<file path="src/cvv_pkg.sv">
// ----------------------------------------------------------------------------
// cvv_pkg: shared types and constants for the column vertical velocity block
// Word formats of both channels, the queue entry that passes from the front
// to the back end, the difference weight flags and register indexes.
// ----------------------------------------------------------------------------
package cvv_pkg;

  // Fixed word widths.
  localparam int DATA_WIDTH = 32;
  localparam int DIFF_W     = DATA_WIDTH + 1;  // difference of two data values
  localparam int INV_W      = 32;              // reciprocal spacing, Q0.32
  localparam int SPACING_W  = 31;              // level spacing, unsigned
  localparam int FLAG_W     = 5;

  // Defaults for the top level parameters.
  localparam int FRAC_BITS_DEFAULT   = 16;
  localparam int QUEUE_DEPTH_DEFAULT = 4;

  // Configuration register indexes.
  localparam int CFG_INDEX_W = 2;
  localparam int CFG_DATA_W  = 32;
  localparam logic [CFG_INDEX_W-1:0] CFG_UPSTREAM_MODE = 2'd0;
  localparam logic [CFG_INDEX_W-1:0] CFG_INV_X_SPACING = 2'd1;
  localparam logic [CFG_INDEX_W-1:0] CFG_INV_Y_SPACING = 2'd2;

  // Bit positions in the ice flags.
  localparam int ICE_CENTER = 0;
  localparam int ICE_EAST   = 1;
  localparam int ICE_WEST   = 2;
  localparam int ICE_NORTH  = 3;
  localparam int ICE_SOUTH  = 4;

  // Which sides take part in the horizontal differences.
  typedef struct packed {
    logic north;
    logic south;
    logic east;
    logic west;
  } weights_t;

  // One input word: one level of one column.
  typedef struct packed {
    logic                        first_level;
    logic                        last_level;
    logic [FLAG_W-1:0]           ice_flags;
    logic signed [DATA_WIDTH-1:0] basal_melt;
    logic [SPACING_W-1:0]        level_spacing;
    logic signed [DATA_WIDTH-1:0] u_west;
    logic signed [DATA_WIDTH-1:0] u_center;
    logic signed [DATA_WIDTH-1:0] u_east;
    logic signed [DATA_WIDTH-1:0] v_south;
    logic signed [DATA_WIDTH-1:0] v_center;
    logic signed [DATA_WIDTH-1:0] v_north;
  } level_t;

  // One output word.
  typedef struct packed {
    logic signed [DATA_WIDTH-1:0] vert_velocity;
    logic                         column_done;
  } result_t;

  // A classified level, ready for the arithmetic back end.
  typedef struct packed {
    logic                         first_level;
    logic                         last_level;
    logic signed [DATA_WIDTH-1:0] basal_melt;
    logic [SPACING_W-1:0]         level_spacing;
    logic signed [DIFF_W-1:0]     dx;       // weighted x difference sum
    logic                         dx_both;  // both x sides used: halve
    logic signed [DIFF_W-1:0]     dy;
    logic                         dy_both;
  } job_t;

endpackage

</file>
<file path="src/cvv_queue.sv">
// ----------------------------------------------------------------------------
// cvv_queue: classified level queue
// A short first-in first-out queue between the front and the back end.
// ----------------------------------------------------------------------------
module cvv_queue #(
  parameter int DEPTH = cvv_pkg::QUEUE_DEPTH_DEFAULT
) (
  input  logic          clk,
  input  logic          rst,
  input  logic          push,
  input  cvv_pkg::job_t push_data,
  output logic          full,
  input  logic          pop,
  output cvv_pkg::job_t pop_data,
  output logic          empty
);
  import cvv_pkg::*;

  localparam int PTR_W = $clog2(DEPTH);
  localparam int CNT_W = $clog2(DEPTH + 1);

  job_t             entries [DEPTH];
  logic [PTR_W-1:0] wr_ptr;
  logic [PTR_W-1:0] rd_ptr;
  logic [CNT_W-1:0] count;

  assign full     = (count == CNT_W'(DEPTH));
  assign empty    = (count == '0);
  assign pop_data = entries[rd_ptr];

  // Entry storage.
  always_ff @(posedge clk) begin
    if (push) begin
      entries[wr_ptr] <= push_data;
    end
  end

  // Pointers and fill count.
  always_ff @(posedge clk) begin
    if (rst) begin
      wr_ptr <= '0;
      rd_ptr <= '0;
      count  <= '0;
    end else begin
      if (push) begin
        wr_ptr <= (wr_ptr == PTR_W'(DEPTH - 1)) ? '0 : wr_ptr + 1'b1;
      end
      if (pop) begin
        rd_ptr <= (rd_ptr == PTR_W'(DEPTH - 1)) ? '0 : rd_ptr + 1'b1;
      end
      if (push && !pop) begin
        count <= count + 1'b1;
      end else if (pop && !push) begin
        count <= count - 1'b1;
      end
    end
  end

  a_no_overflow: assert property (@(posedge clk) disable iff (rst) push |-> !full)
    else $error("queue written while full");
  a_no_underflow: assert property (@(posedge clk) disable iff (rst) pop |-> !empty)
    else $error("queue read while empty");

endmodule

</file>
<file path="config.mk">
export PLATFORM = sky130hd
export DESIGN_NAME = cvv_queue
export DESIGN_NICKNAME = d
export VERILOG_FILES = /design/src/cvv_pkg.sv /design/src/cvv_queue.sv
export SDC_FILE = /design/constraint.sdc
export NUM_CORES = 1
export LEC_CHECK = 0
export BUFFER_PORTS_ARGS = -buffer_cell sky130_fd_sc_hd__buf_4
export CAP_MARGIN = 20
export CORE_MARGIN = 10
export CORE_UTILIZATION = 57
export CTS_CLUSTER_SIZE = 25
export DETAILED_ROUTE_END_ITERATION = 10
export HOLD_SLACK_MARGIN = 0.02
export PLACE_DENSITY_LB_ADDON = 0.15
export REMOVE_ABC_BUFFERS = 1
export SETUP_SLACK_MARGIN = 0.15
export SLEW_MARGIN = 20
export SYNTH_ARGS = -nofsm -noshare
export SYNTH_HDL_FRONTEND = slang
export SYNTH_SLANG_ARGS = --single-unit
</file>
<file path="constraint.sdc">
create_clock -name clk -period 5 [get_ports clk]
set_input_delay 0.75 -clock clk [delete_from_list [all_inputs] [get_ports clk]]
set_output_delay 0.75 -clock clk [all_outputs]
set_load 0.05 [all_outputs]
</file>
==> run_results.csv <==
group,metric,value,unit
final_layout,layout.cells.most_common_list,"532 x edfxtp_1, 274 x buf_4, 133 x mux4_2",
die,floorplan.die_area,42220,µm²
clocking,clock_tree.htree_level_count,2,
clocking,worstSkewPairLatency,0.56,ns
final_layout,multiInputGateArea,3251,µm²
worst_setup_path,endpoint_kind,"primary output",
pwr,max-vdd-ir-drop,0.3314,mV
placed_design,place.port_buffers,271,
sta,timing.final.crit_period,3.504,ns
drt,drt.antenna.violating_nets,0,
pwr,power_density,436.7,nW/µm²
drt,met3_wirelength,3.069,mm
final_layout,drive_above_1_share,44.93,%
placed_design,post-dp-hpwl,23.47,mm
sta,timing.final.setup_violations,0,
clocking,cts_buffer_depth,3,
worst_setup_path,list_of_cells_traversed_by_the_critical_path,"buf_12 -> mux4_2 -> buf_4",
global_route,grt_first_pass_wirelength,59.04,mm
sta,period_share,70.08,%
clocking,clock_tree.root_cell,"clkbuf_16",
sta,grt_setup_unrepaired,"false",
sta,timing.clock.skew,0.008766,ns
worst_setup_path,crit_slowest_cell,"dfxtp_4",
global_route,overflow,0,
drt,route.met2.wl,20.07,mm
synthesis,synth-seq-area-share,82.38,%
final_layout,register_area,16160,µm²
worst_setup_path,arr_time_crit_path,2.75,ns
run,max_cap_violations,0,
global_route,number_of_global_route_vias_before_repair,9424,
drt,detail_route.wl_per_cell,25.37,µm
clocking,cts.sinks,541,
die,boundaryPins,272,
drt,remaining_drc_errors,0,
final_layout,most_frequent_standard_cell_in_the_layout_excluding_fill_and_tap_cells,"edfxtp_1",
die,initial_core_util,58.19,%
clocking,cts.reportedPaths.clkPinSlew,0.06,ns
final_layout,syn_to_final_growth,21.37,%
sta,timing.max_slew.rel_slack,43.18,%
worst_setup_path,timing.setup.critical_path_class,"reg -> out",
sta,final-max-slew-violation-count,0,
synthesis,post_synth_inst_count,739,
worst_setup_path,crit_path_max_fanout,81,
synthesis,flop_and_latch_count_out_of_synthesis,541,
synthesis,synthesis.area,19610,µm²
drt,routedLengthMet1,15.15,mm
clocking,cts_tree,"built",
worst_setup_path,timing.critical_path.from_type,"flop",
sta,hold_viol,0,
die,floorplan.rows,67,
clocking,numCtsBuffers,53,
synthesis,netlist-cell-type-count,18,
drt,detail_route.vias_per_cell,5.678,
global_route,grt_start_max_net_pins,112,
final_layout,post_layout_net_count,1188,
drt,wirelength,38.89,mm
placed_design,routabilityCongestion,0.7104,
drt,drt_pass1_iterations,4,
global_route,grt_usage,18.55,%
pwr,finalPower,10.39,mW
sta,worst-slew-pin-transition,0.8523,ns
worst_setup_path,crit_path_max_incr_delay,0.66,ns
sta,timing.fmax,285.4,MHz
synthesis,synth.avg_cell_area,26.54,µm²
synthesis,synth-warning-count,0,
drt,drt_iter0_markers,527,
global_route,antenna_found_initial,2,
clocking,cts_repair_resize_count,0,
final_layout,final_core_util,70.62,%
drt,highest-signal-layer,"met5",
worst_setup_path,critPathRequiredTime,4.25,ns
die,core,33700,µm²
die,die_y,205.5,µm
status,outcome,"finished clean",
clocking,cts_setup_buffers,0,
die,die_w,205.5,µm
final_layout,num-fill-cells,2045,
clocking,cts_hold_buffers,0,
min_path,timing.hold.worst.class,"in -> reg",
pwr,cellLeakagePower,7.990,nW
drt,vias_after_detailed_routing,8705,
power breakdown:
group          switching [mW]  internal [mW]  total [mW]
Combinational           0.912          0.483        1.39
Sequential             0.0656           5.20        5.27
Clock                    1.54           2.19        3.73
per-layer routing:
metal  vias up  GRT usage [%]
li1       3806              -
met1      4577          24.51
met2       272          30.08
met3        48          5.425
met4         2          4.594
met5         -              0
worst paths after layout:
kind                 startpoint             end  slack [ns]  cells after the start
hold / removal    push_data[41]  entries[2][41]        0.39                      1
setup reg to reg      wr_ptr[0]  entries[3][76]        2.79                      3
hold reg to reg        count[2]        count[2]        0.52                      2
setup / recovery           flop    pop_data[45]        1.50                      3
critical path, delay by kind of cell (launching register included):
kind     cells  cell delay, ns
buf+inv      2            0.74
flops        1            0.66
mux          1            0.64
stage by stage:
step	setup TNS [ns]	hold slack, ns	instances	setup WS [ns]	cell area [µm²]
detailed placement	0	0.5071	1437	2.023	22170
global placement	0	0.4771	1437	2.004	22170
finish	0	0.3873	1533	1.496	23800
floorplan	-287.81	0.4603	709	-2.164	19410
global route	0	0.3594	1533	1.272	23800
CTS	0	0.3574	1532	1.403	23800
registers in the layout, summed over array words and instances (netlist names), named ones only:
| register | cells |
|---|---|
| wr_ptr | 2 |
| entries | 532 |
| count | 3 |
| rd_ptr | 2 |
layout make-up:
cell class	count	area share, %
Sequential cell	541	67.91
Multi-Input combinational cell	164	13.66
Timing Repair Buffer	280	9.147
Clock buffer	74	6.030
Tap cell	448	2.355
Clock inverter	21	0.8254
Inverter	4	0.06308
Antenna cell	1	0.01051
cell families (layout without fill, tap and decap cells):
| kind of cell | count (synthesis) | in the layout | share of synthesized area (%) |
|---|---|---|---|
| compound gates | 3 | 3 | 0.07654 |
| xor+xnor | 2 | 2 | 0.08934 |
| fa+ha+maj | 7 | 7 | 0.4849 |
| buf+inv | 34 | 379 | 1.091 |
| flops | 541 | 541 | 82.38 |
| mux | 137 | 137 | 15.48 |
| other cells | 0 | 1 | 0 |
| simple gates | 15 | 15 | 0.3956 |
synthesized netlist by cell type:
cell,count,area (µm²)
inv_1,4,15.01
nor3_1,1,5.000
or3_1,1,6.260
nor3b_1,2,15.01
fa_1,1,20.02
mux2i_1,4,40.04
xor2_1,2,17.52
and2_1,4,25.02
mux4_2,133,2995
buf_6,9,101.4
a21oi_1,2,10.01
edfxtp_1,532,15980
buf_2,15,75.07
nor2_1,7,26.28
ha_1,6,75.07
dfxtp_1,9,180.2
clkbuf_1,6,22.52
o21ai_0,1,5.000
Note: power is estimated with default switching activity, not from simulation.
