## src/cvv_pkg.sv

```systemverilog
// ----------------------------------------------------------------------------
// cvv_pkg: shared types and constants for the column vertical velocity block
// Word formats of both channels, the queue entry that passes from the front
// to the back end, the difference weight flags and register indexes.
// ----------------------------------------------------------------------------
package cvv_pkg;

  // Fixed word widths.
  localparam int DATA_WIDTH = 32;
  localparam int DIFF_W     = DATA_WIDTH + 1;  // difference of two data values
  localparam int INV_W      = 32;              // reciprocal spacing, Q0.32
  localparam int SPACING_W  = 31;              // level spacing, unsigned
  localparam int FLAG_W     = 5;

  // Defaults for the top level parameters.
  localparam int FRAC_BITS_DEFAULT   = 16;
  localparam int QUEUE_DEPTH_DEFAULT = 4;

  // Configuration register indexes.
  localparam int CFG_INDEX_W = 2;
  localparam int CFG_DATA_W  = 32;
  localparam logic [CFG_INDEX_W-1:0] CFG_UPSTREAM_MODE = 2'd0;
  localparam logic [CFG_INDEX_W-1:0] CFG_INV_X_SPACING = 2'd1;
  localparam logic [CFG_INDEX_W-1:0] CFG_INV_Y_SPACING = 2'd2;

  // Bit positions in the ice flags.
  localparam int ICE_CENTER = 0;
  localparam int ICE_EAST   = 1;
  localparam int ICE_WEST   = 2;
  localparam int ICE_NORTH  = 3;
  localparam int ICE_SOUTH  = 4;

  // Which sides take part in the horizontal differences.
  typedef struct packed {
    logic north;
    logic south;
    logic east;
    logic west;
  } weights_t;

  // One input word: one level of one column.
  typedef struct packed {
    logic                        first_level;
    logic                        last_level;
    logic [FLAG_W-1:0]           ice_flags;
    logic signed [DATA_WIDTH-1:0] basal_melt;
    logic [SPACING_W-1:0]        level_spacing;
    logic signed [DATA_WIDTH-1:0] u_west;
    logic signed [DATA_WIDTH-1:0] u_center;
    logic signed [DATA_WIDTH-1:0] u_east;
    logic signed [DATA_WIDTH-1:0] v_south;
    logic signed [DATA_WIDTH-1:0] v_center;
    logic signed [DATA_WIDTH-1:0] v_north;
  } level_t;

  // One output word.
  typedef struct packed {
    logic signed [DATA_WIDTH-1:0] vert_velocity;
    logic                         column_done;
  } result_t;

  // A classified level, ready for the arithmetic back end.
  typedef struct packed {
    logic                         first_level;
    logic                         last_level;
    logic signed [DATA_WIDTH-1:0] basal_melt;
    logic [SPACING_W-1:0]         level_spacing;
    logic signed [DIFF_W-1:0]     dx;       // weighted x difference sum
    logic                         dx_both;  // both x sides used: halve
    logic signed [DIFF_W-1:0]     dy;
    logic                         dy_both;
  } job_t;

endpackage

```

## src/cvv_front.sv

```systemverilog
// ----------------------------------------------------------------------------
// cvv_front: level classification
// Accepts one level word per cycle while the queue is not full, picks the
// difference weights on the base level of a column and forms the x and y
// difference sums for the back end.
module cvv_front (
  input  logic            clk,
  input  logic            rst,
  input  logic            level_valid,
  output logic            level_stall,
  input  cvv_pkg::level_t level,
  input  logic            upstream_mode,
  input  logic            q_full,
  output logic            q_push,
  output cvv_pkg::job_t   q_data
);
  import cvv_pkg::*;

  weights_t weight_flags;
  weights_t wf_new;
  weights_t wf_use;
  logic [1:0] x_dir;
  logic [1:0] y_dir;
  logic signed [DIFF_W-1:0] uw, uc, ue, vs, vc, vn;
  logic ctr;

  // Upwind choice: lower side only, upper side only, or both (returned {hi, lo}).
  function automatic logic [1:0] pick_dir(input logic signed [DIFF_W-1:0] s_lo,
                                          input logic signed [DIFF_W-1:0] s_hi);
    logic [1:0] dir;
    if (s_lo > 0 && s_hi >= 0) begin
      dir = 2'b01;
    end else if (s_lo <= 0 && s_hi < 0) begin
      dir = 2'b10;
    end else begin
      dir = 2'b11;
    end
    return dir;
  endfunction

  assign level_stall = q_full;
  assign q_push      = level_valid && !q_full;

  // Widen the velocities so that sums and differences cannot wrap.
  assign uw = DIFF_W'(level.u_west);
  assign uc = DIFF_W'(level.u_center);
  assign ue = DIFF_W'(level.u_east);
  assign vs = DIFF_W'(level.v_south);
  assign vc = DIFF_W'(level.v_center);
  assign vn = DIFF_W'(level.v_north);
  assign ctr = level.ice_flags[ICE_CENTER];

  // Weight choice for a new column, then masking at the ice margin.
  always_comb begin
    x_dir = pick_dir(uw + uc, uc + ue);
    y_dir = pick_dir(vs + vc, vc + vn);
    wf_new = '1;
    if (upstream_mode) begin
      wf_new.west  = x_dir[0];
      wf_new.east  = x_dir[1];
      wf_new.south = y_dir[0];
      wf_new.north = y_dir[1];
    end
    if (level.ice_flags[ICE_EAST] != ctr) begin
      wf_new.east = 1'b0;
    end
    if (level.ice_flags[ICE_WEST] != ctr) begin
      wf_new.west = 1'b0;
    end
    if (level.ice_flags[ICE_NORTH] != ctr) begin
      wf_new.north = 1'b0;
    end
    if (level.ice_flags[ICE_SOUTH] != ctr) begin
      wf_new.south = 1'b0;
    end
    wf_use = level.first_level ? wf_new : weight_flags;
  end

  // Difference sums for the chosen sides.
  always_comb begin
    q_data.first_level   = level.first_level;
    q_data.last_level    = level.last_level;
    q_data.basal_melt    = level.basal_melt;
    q_data.level_spacing = level.level_spacing;
    q_data.dx_both       = 1'b0;
    q_data.dy_both       = 1'b0;
    case ({wf_use.west, wf_use.east})
      2'b11: begin
        q_data.dx      = ue - uw;
        q_data.dx_both = 1'b1;
      end
      2'b10:   q_data.dx = uc - uw;
      2'b01:   q_data.dx = ue - uc;
      default: q_data.dx = '0;
    endcase
    case ({wf_use.south, wf_use.north})
      2'b11: begin
        q_data.dy      = vn - vs;
        q_data.dy_both = 1'b1;
      end
      2'b10:   q_data.dy = vc - vs;
      2'b01:   q_data.dy = vn - vc;
      default: q_data.dy = '0;
    endcase
  end

  // The weights hold for the whole column.
  always_ff @(posedge clk) begin
    if (rst) begin
      weight_flags <= '1;
    end else if (q_push && level.first_level) begin
      weight_flags <= wf_new;
    end
  end

  a_weights_hold: assert property (@(posedge clk) disable iff (rst)
    !(q_push && level.first_level) |=> $stable(weight_flags))
    else $error("weight flags changed without a new column");

endmodule

```

## config.mk

```make
export PLATFORM = sky130hd
export DESIGN_NAME = cvv_front
export DESIGN_NICKNAME = d
export VERILOG_FILES = /design/src/cvv_pkg.sv /design/src/cvv_front.sv
export SDC_FILE = /design/constraint.sdc
export NUM_CORES = 1
export LEC_CHECK = 0
export ABC_CLOCK_PERIOD_IN_PS = 10500
export BUFFER_PORTS_ARGS = -buffer_cell sky130_fd_sc_hd__buf_2
export CORE_AREA = 2 2 182 184
export DETAILED_ROUTE_END_ITERATION = 10
export DIE_AREA = 0 0 184 186
export HOLD_SLACK_MARGIN = 0.06
export PLACE_DENSITY = 0.71
export SYNTH_ARGS = -nofsm -noshare
export SYNTH_HDL_FRONTEND = slang
export SYNTH_SLANG_ARGS = --single-unit
export TNS_END_PERCENT = 10
```

## constraint.sdc

```tcl
create_clock -name clk -period 10.5 [get_ports clk]
set_input_delay 0.525 -clock clk [delete_from_list [all_inputs] [get_ports clk]]
set_output_delay 0.525 -clock clk [all_outputs]
set_load 0.01 [all_outputs]
```

==> impl_metrics.env <==
export IMPL_powerDensity_mw_per_mm2=85.3
export IMPL_first_iter_violations=1483
export IMPL_layout_commonest_cell="buf_2"
export IMPL_drive_gt1_share_pct=15.2
export IMPL_dieArea_mm2=0.0342
export IMPL_r2r_slack_ps=9840
export IMPL_worstPathRequired_ps=9980
export IMPL_cts_resized=0
export IMPL_cts_inserted_buffers=3
export IMPL_min_period_ps=9380
export IMPL_drv_slew=0
export IMPL_ff2ff_path_depth=2
export IMPL_hold_start="weight_flags[0]"
export IMPL_cts_sinks=4
export IMPL_route_vias_total=16800
export IMPL_yosysUniqueCellTypes=97
export IMPL_status="complete, no violations"
export IMPL_synth_edff_count=0
export IMPL_crit_path_end_kind="output port"
export IMPL_hold_viol_final=0
export IMPL_synthArstFlopShare_pct=0
export IMPL_netlist_instances=2062
export IMPL_start_util_pct=45.4
export IMPL_synthFlopType="dfxtp_1"
export IMPL_vdd_drop_max_v=0.0000468
export IMPL_slowest_stage="o41ai_1"
export IMPL_hold_depth=1
export IMPL_power_mw=1.34
export IMPL_core_area_mm2=0.0322
export IMPL_grt_pass1_vias=15600
export IMPL_yosys_warnings=0
export IMPL_ys_seq_area_share_pct=0.548
export IMPL_antenna_found_initial=4
export IMPL_placedCellCount=2602
export IMPL_nNetsFinal=2726
export IMPL_path_common_cell="o21ai_0"
export IMPL_critPathMaxStageDelay_ps=950
export IMPL_place_ws_ps=1250
export IMPL_design_area_mm2=0.0157
export IMPL_synth_fp_nets=2589
export IMPL_clock_skew_ps=0
export IMPL_grt_usage_pct=29.8
export IMPL_fin_util_pct=48.8
export IMPL_cts_htree_levels=1
export IMPL_grt_max_degree=37
export IMPL_start_kind="primary input"
export IMPL_synth_ff_latch_count=4
export IMPL_crit_fanout=36
export IMPL_largest_reg_flops=4
export IMPL_drtPass1Iterations=6
export IMPL_path_clk_slew_ps=30
export IMPL_core_rowCount=66
export IMPL_grt_setup_unrepaired="no"
export IMPL_stdcell_count=2609
export IMPL_hp_class="register to register"
export IMPL_setup_ws_ps=1120
export IMPL_tns_ps=0
export IMPL_crit_type="primary input to output port"
export IMPL_reg2reg_to="weight_flags[3]"
export IMPL_io_buffers=273
export IMPL_gr_total_overflow=0
export IMPL_worst_pin_slew_ps=1090
export IMPL_viasPerCell=6.44
export IMPL_ys_top_cells_by_area="ha_1 (22%), a21oi_1 (5.6%), mux2i_1 (5.0%), xnor2_1 (4.9%), o21ai_0 (4.1%)"
export IMPL_min_to="weight_flags[0]"
export IMPL_synth_top_area_share_pct=21.7
export IMPL_leakage_nw=7.41
export IMPL_final_cell_mix="buf_2 (273), ha_1 (254), a21oi_1 (165)"
export IMPL_finalSetupViolCount=0
export IMPL_gp_congestion=1.04
export IMPL_post_cts_buffers=0
export IMPL_r2r_start="weight_flags[3]"
export IMPL_maxCapViolations=0
export IMPL_avgSynthCellArea_um2=7.09
export IMPL_placedInstanceArea_mm2=0.0156
export IMPL_die_w_um=184
export IMPL_final_period_utilization_pct=89.4
export IMPL_grt_first_pass_wirelength_mm=82.6
export IMPL_fmax_mhz=107
export IMPL_synth_top_cell_by_area="ha_1"
export IMPL_ant_nets=0
export IMPL_cts_hold_buf=0
export IMPL_netlist_area_mm2=0.0146
export IMPL_reg_largest_list="weight_flags (4)"
export IMPL_slew_headroom_pct=26.5
export IMPL_io_pins=402
export IMPL_area_growth_pct=7.49
export IMPL_largest_register="weight_flags"
export IMPL_die_h_um=186
export IMPL_drc=0
export IMPL_cp_arrival_ps=8860
export IMPL_dp_hpwl_mm=45.3
export IMPL_cts_max_path_buffers=2
export IMPL_cts_root_buf="clkbuf_16"
export IMPL_clock_latency_ps=230
export IMPL_wirelength_mm=53.7
export IMPL_cts_tree="done"
export IMPL_post_drt_wl_per_cell_um=20.6
export IMPL_holdWs_ps=458
## synthesized netlist by cell type (6+ instances only)
master / instances
xnor2_1: 82
mux2_2: 6
a2111oi_0: 11
nand4_1: 30
a31o_2: 7
o21a_1: 18
nor3_1: 37
nand2b_1: 31
a21o_1: 74
a211oi_1: 25
and2_1: 13
a22o_1: 8
mux2i_1: 73
buf_4: 71
nand3_1: 44
or3_1: 10
o2111ai_1: 12
and3_1: 17
o22ai_1: 59
inv_1: 148
a21boi_0: 9
xor2_1: 42
a211o_1: 14
o21ai_0: 120
o311ai_0: 9
buf_2: 18
nand2_1: 104
o31ai_1: 26
o211ai_1: 21
nor2b_1: 49
ha_1: 254
a31oi_1: 18
or2_2: 17
o21bai_1: 32
o31a_1: 11
o32ai_1: 6
nor2_1: 150
and4_1: 8
nor4_1: 36
clkbuf_1: 48
a21oi_1: 165
fa_1: 6
## cells by family after synthesis
logic type      synth area share (%)
simple gates                    20.5
mux                             5.54
xor+xnor                        7.43
flops                          0.548
compound gates                  33.3
fa+ha+maj                       22.6
buf+inv                         10.1
## critical path, delay by kind of cell
family	cells	cell delay (ps)
fa+ha+maj	3	1300
simple gates	9	1530
buf+inv	4	380
compound gates	13	4840
mux	1	240
## routing by layer
metal  share of wire (%)  routed length, um  vias to the layer above  track usage, %
met5                   0                  0                        -               0
met1                  44              23400                     7934            39.5
li1                    -                  -                     7945               -
met3                 7.3               3920                      135            2.97
met2                  46              24600                      800            50.9
met4                 3.3               1780                        0            9.06
## worst max path at each step
stage,from,end,slack [ps],depth (start not counted)
after global routing,level[86],q_data[33],610,30
after floorplan,level[128],q_data[66],3240,29
after CTS,level[86],q_data[33],1220,30
final,level[86],q_data[33],1120,30
after detailed placement,level[86],q_data[33],1250,30
after global placement,level[86],q_data[33],1260,30
## power breakdown
| part | switching (mW) | leakage, nW | internal, mW | total [mW] |
|---|---|---|---|---|
| Combinational | 0.760 | 7.34 | 0.504 | 1.26 |
| Sequential | 0.000444 | 0.0329 | 0.0162 | 0.0166 |
| Clock | 0.0114 | 0.0370 | 0.0487 | 0.0601 |
| Total | 0.772 | 7.41 | 0.569 | 1.34 |
## area by class of cell
cell class	count	area, um^2
fillers	3329	16500
multi-input cells	1762	13100
repair buffers	279	1410
inverters	149	559
well taps	408	510
flip-flops and latches	4	80.1
clock buffers	3	75.1
diodes	4	10.0
(Power assumes the default switching activity.)
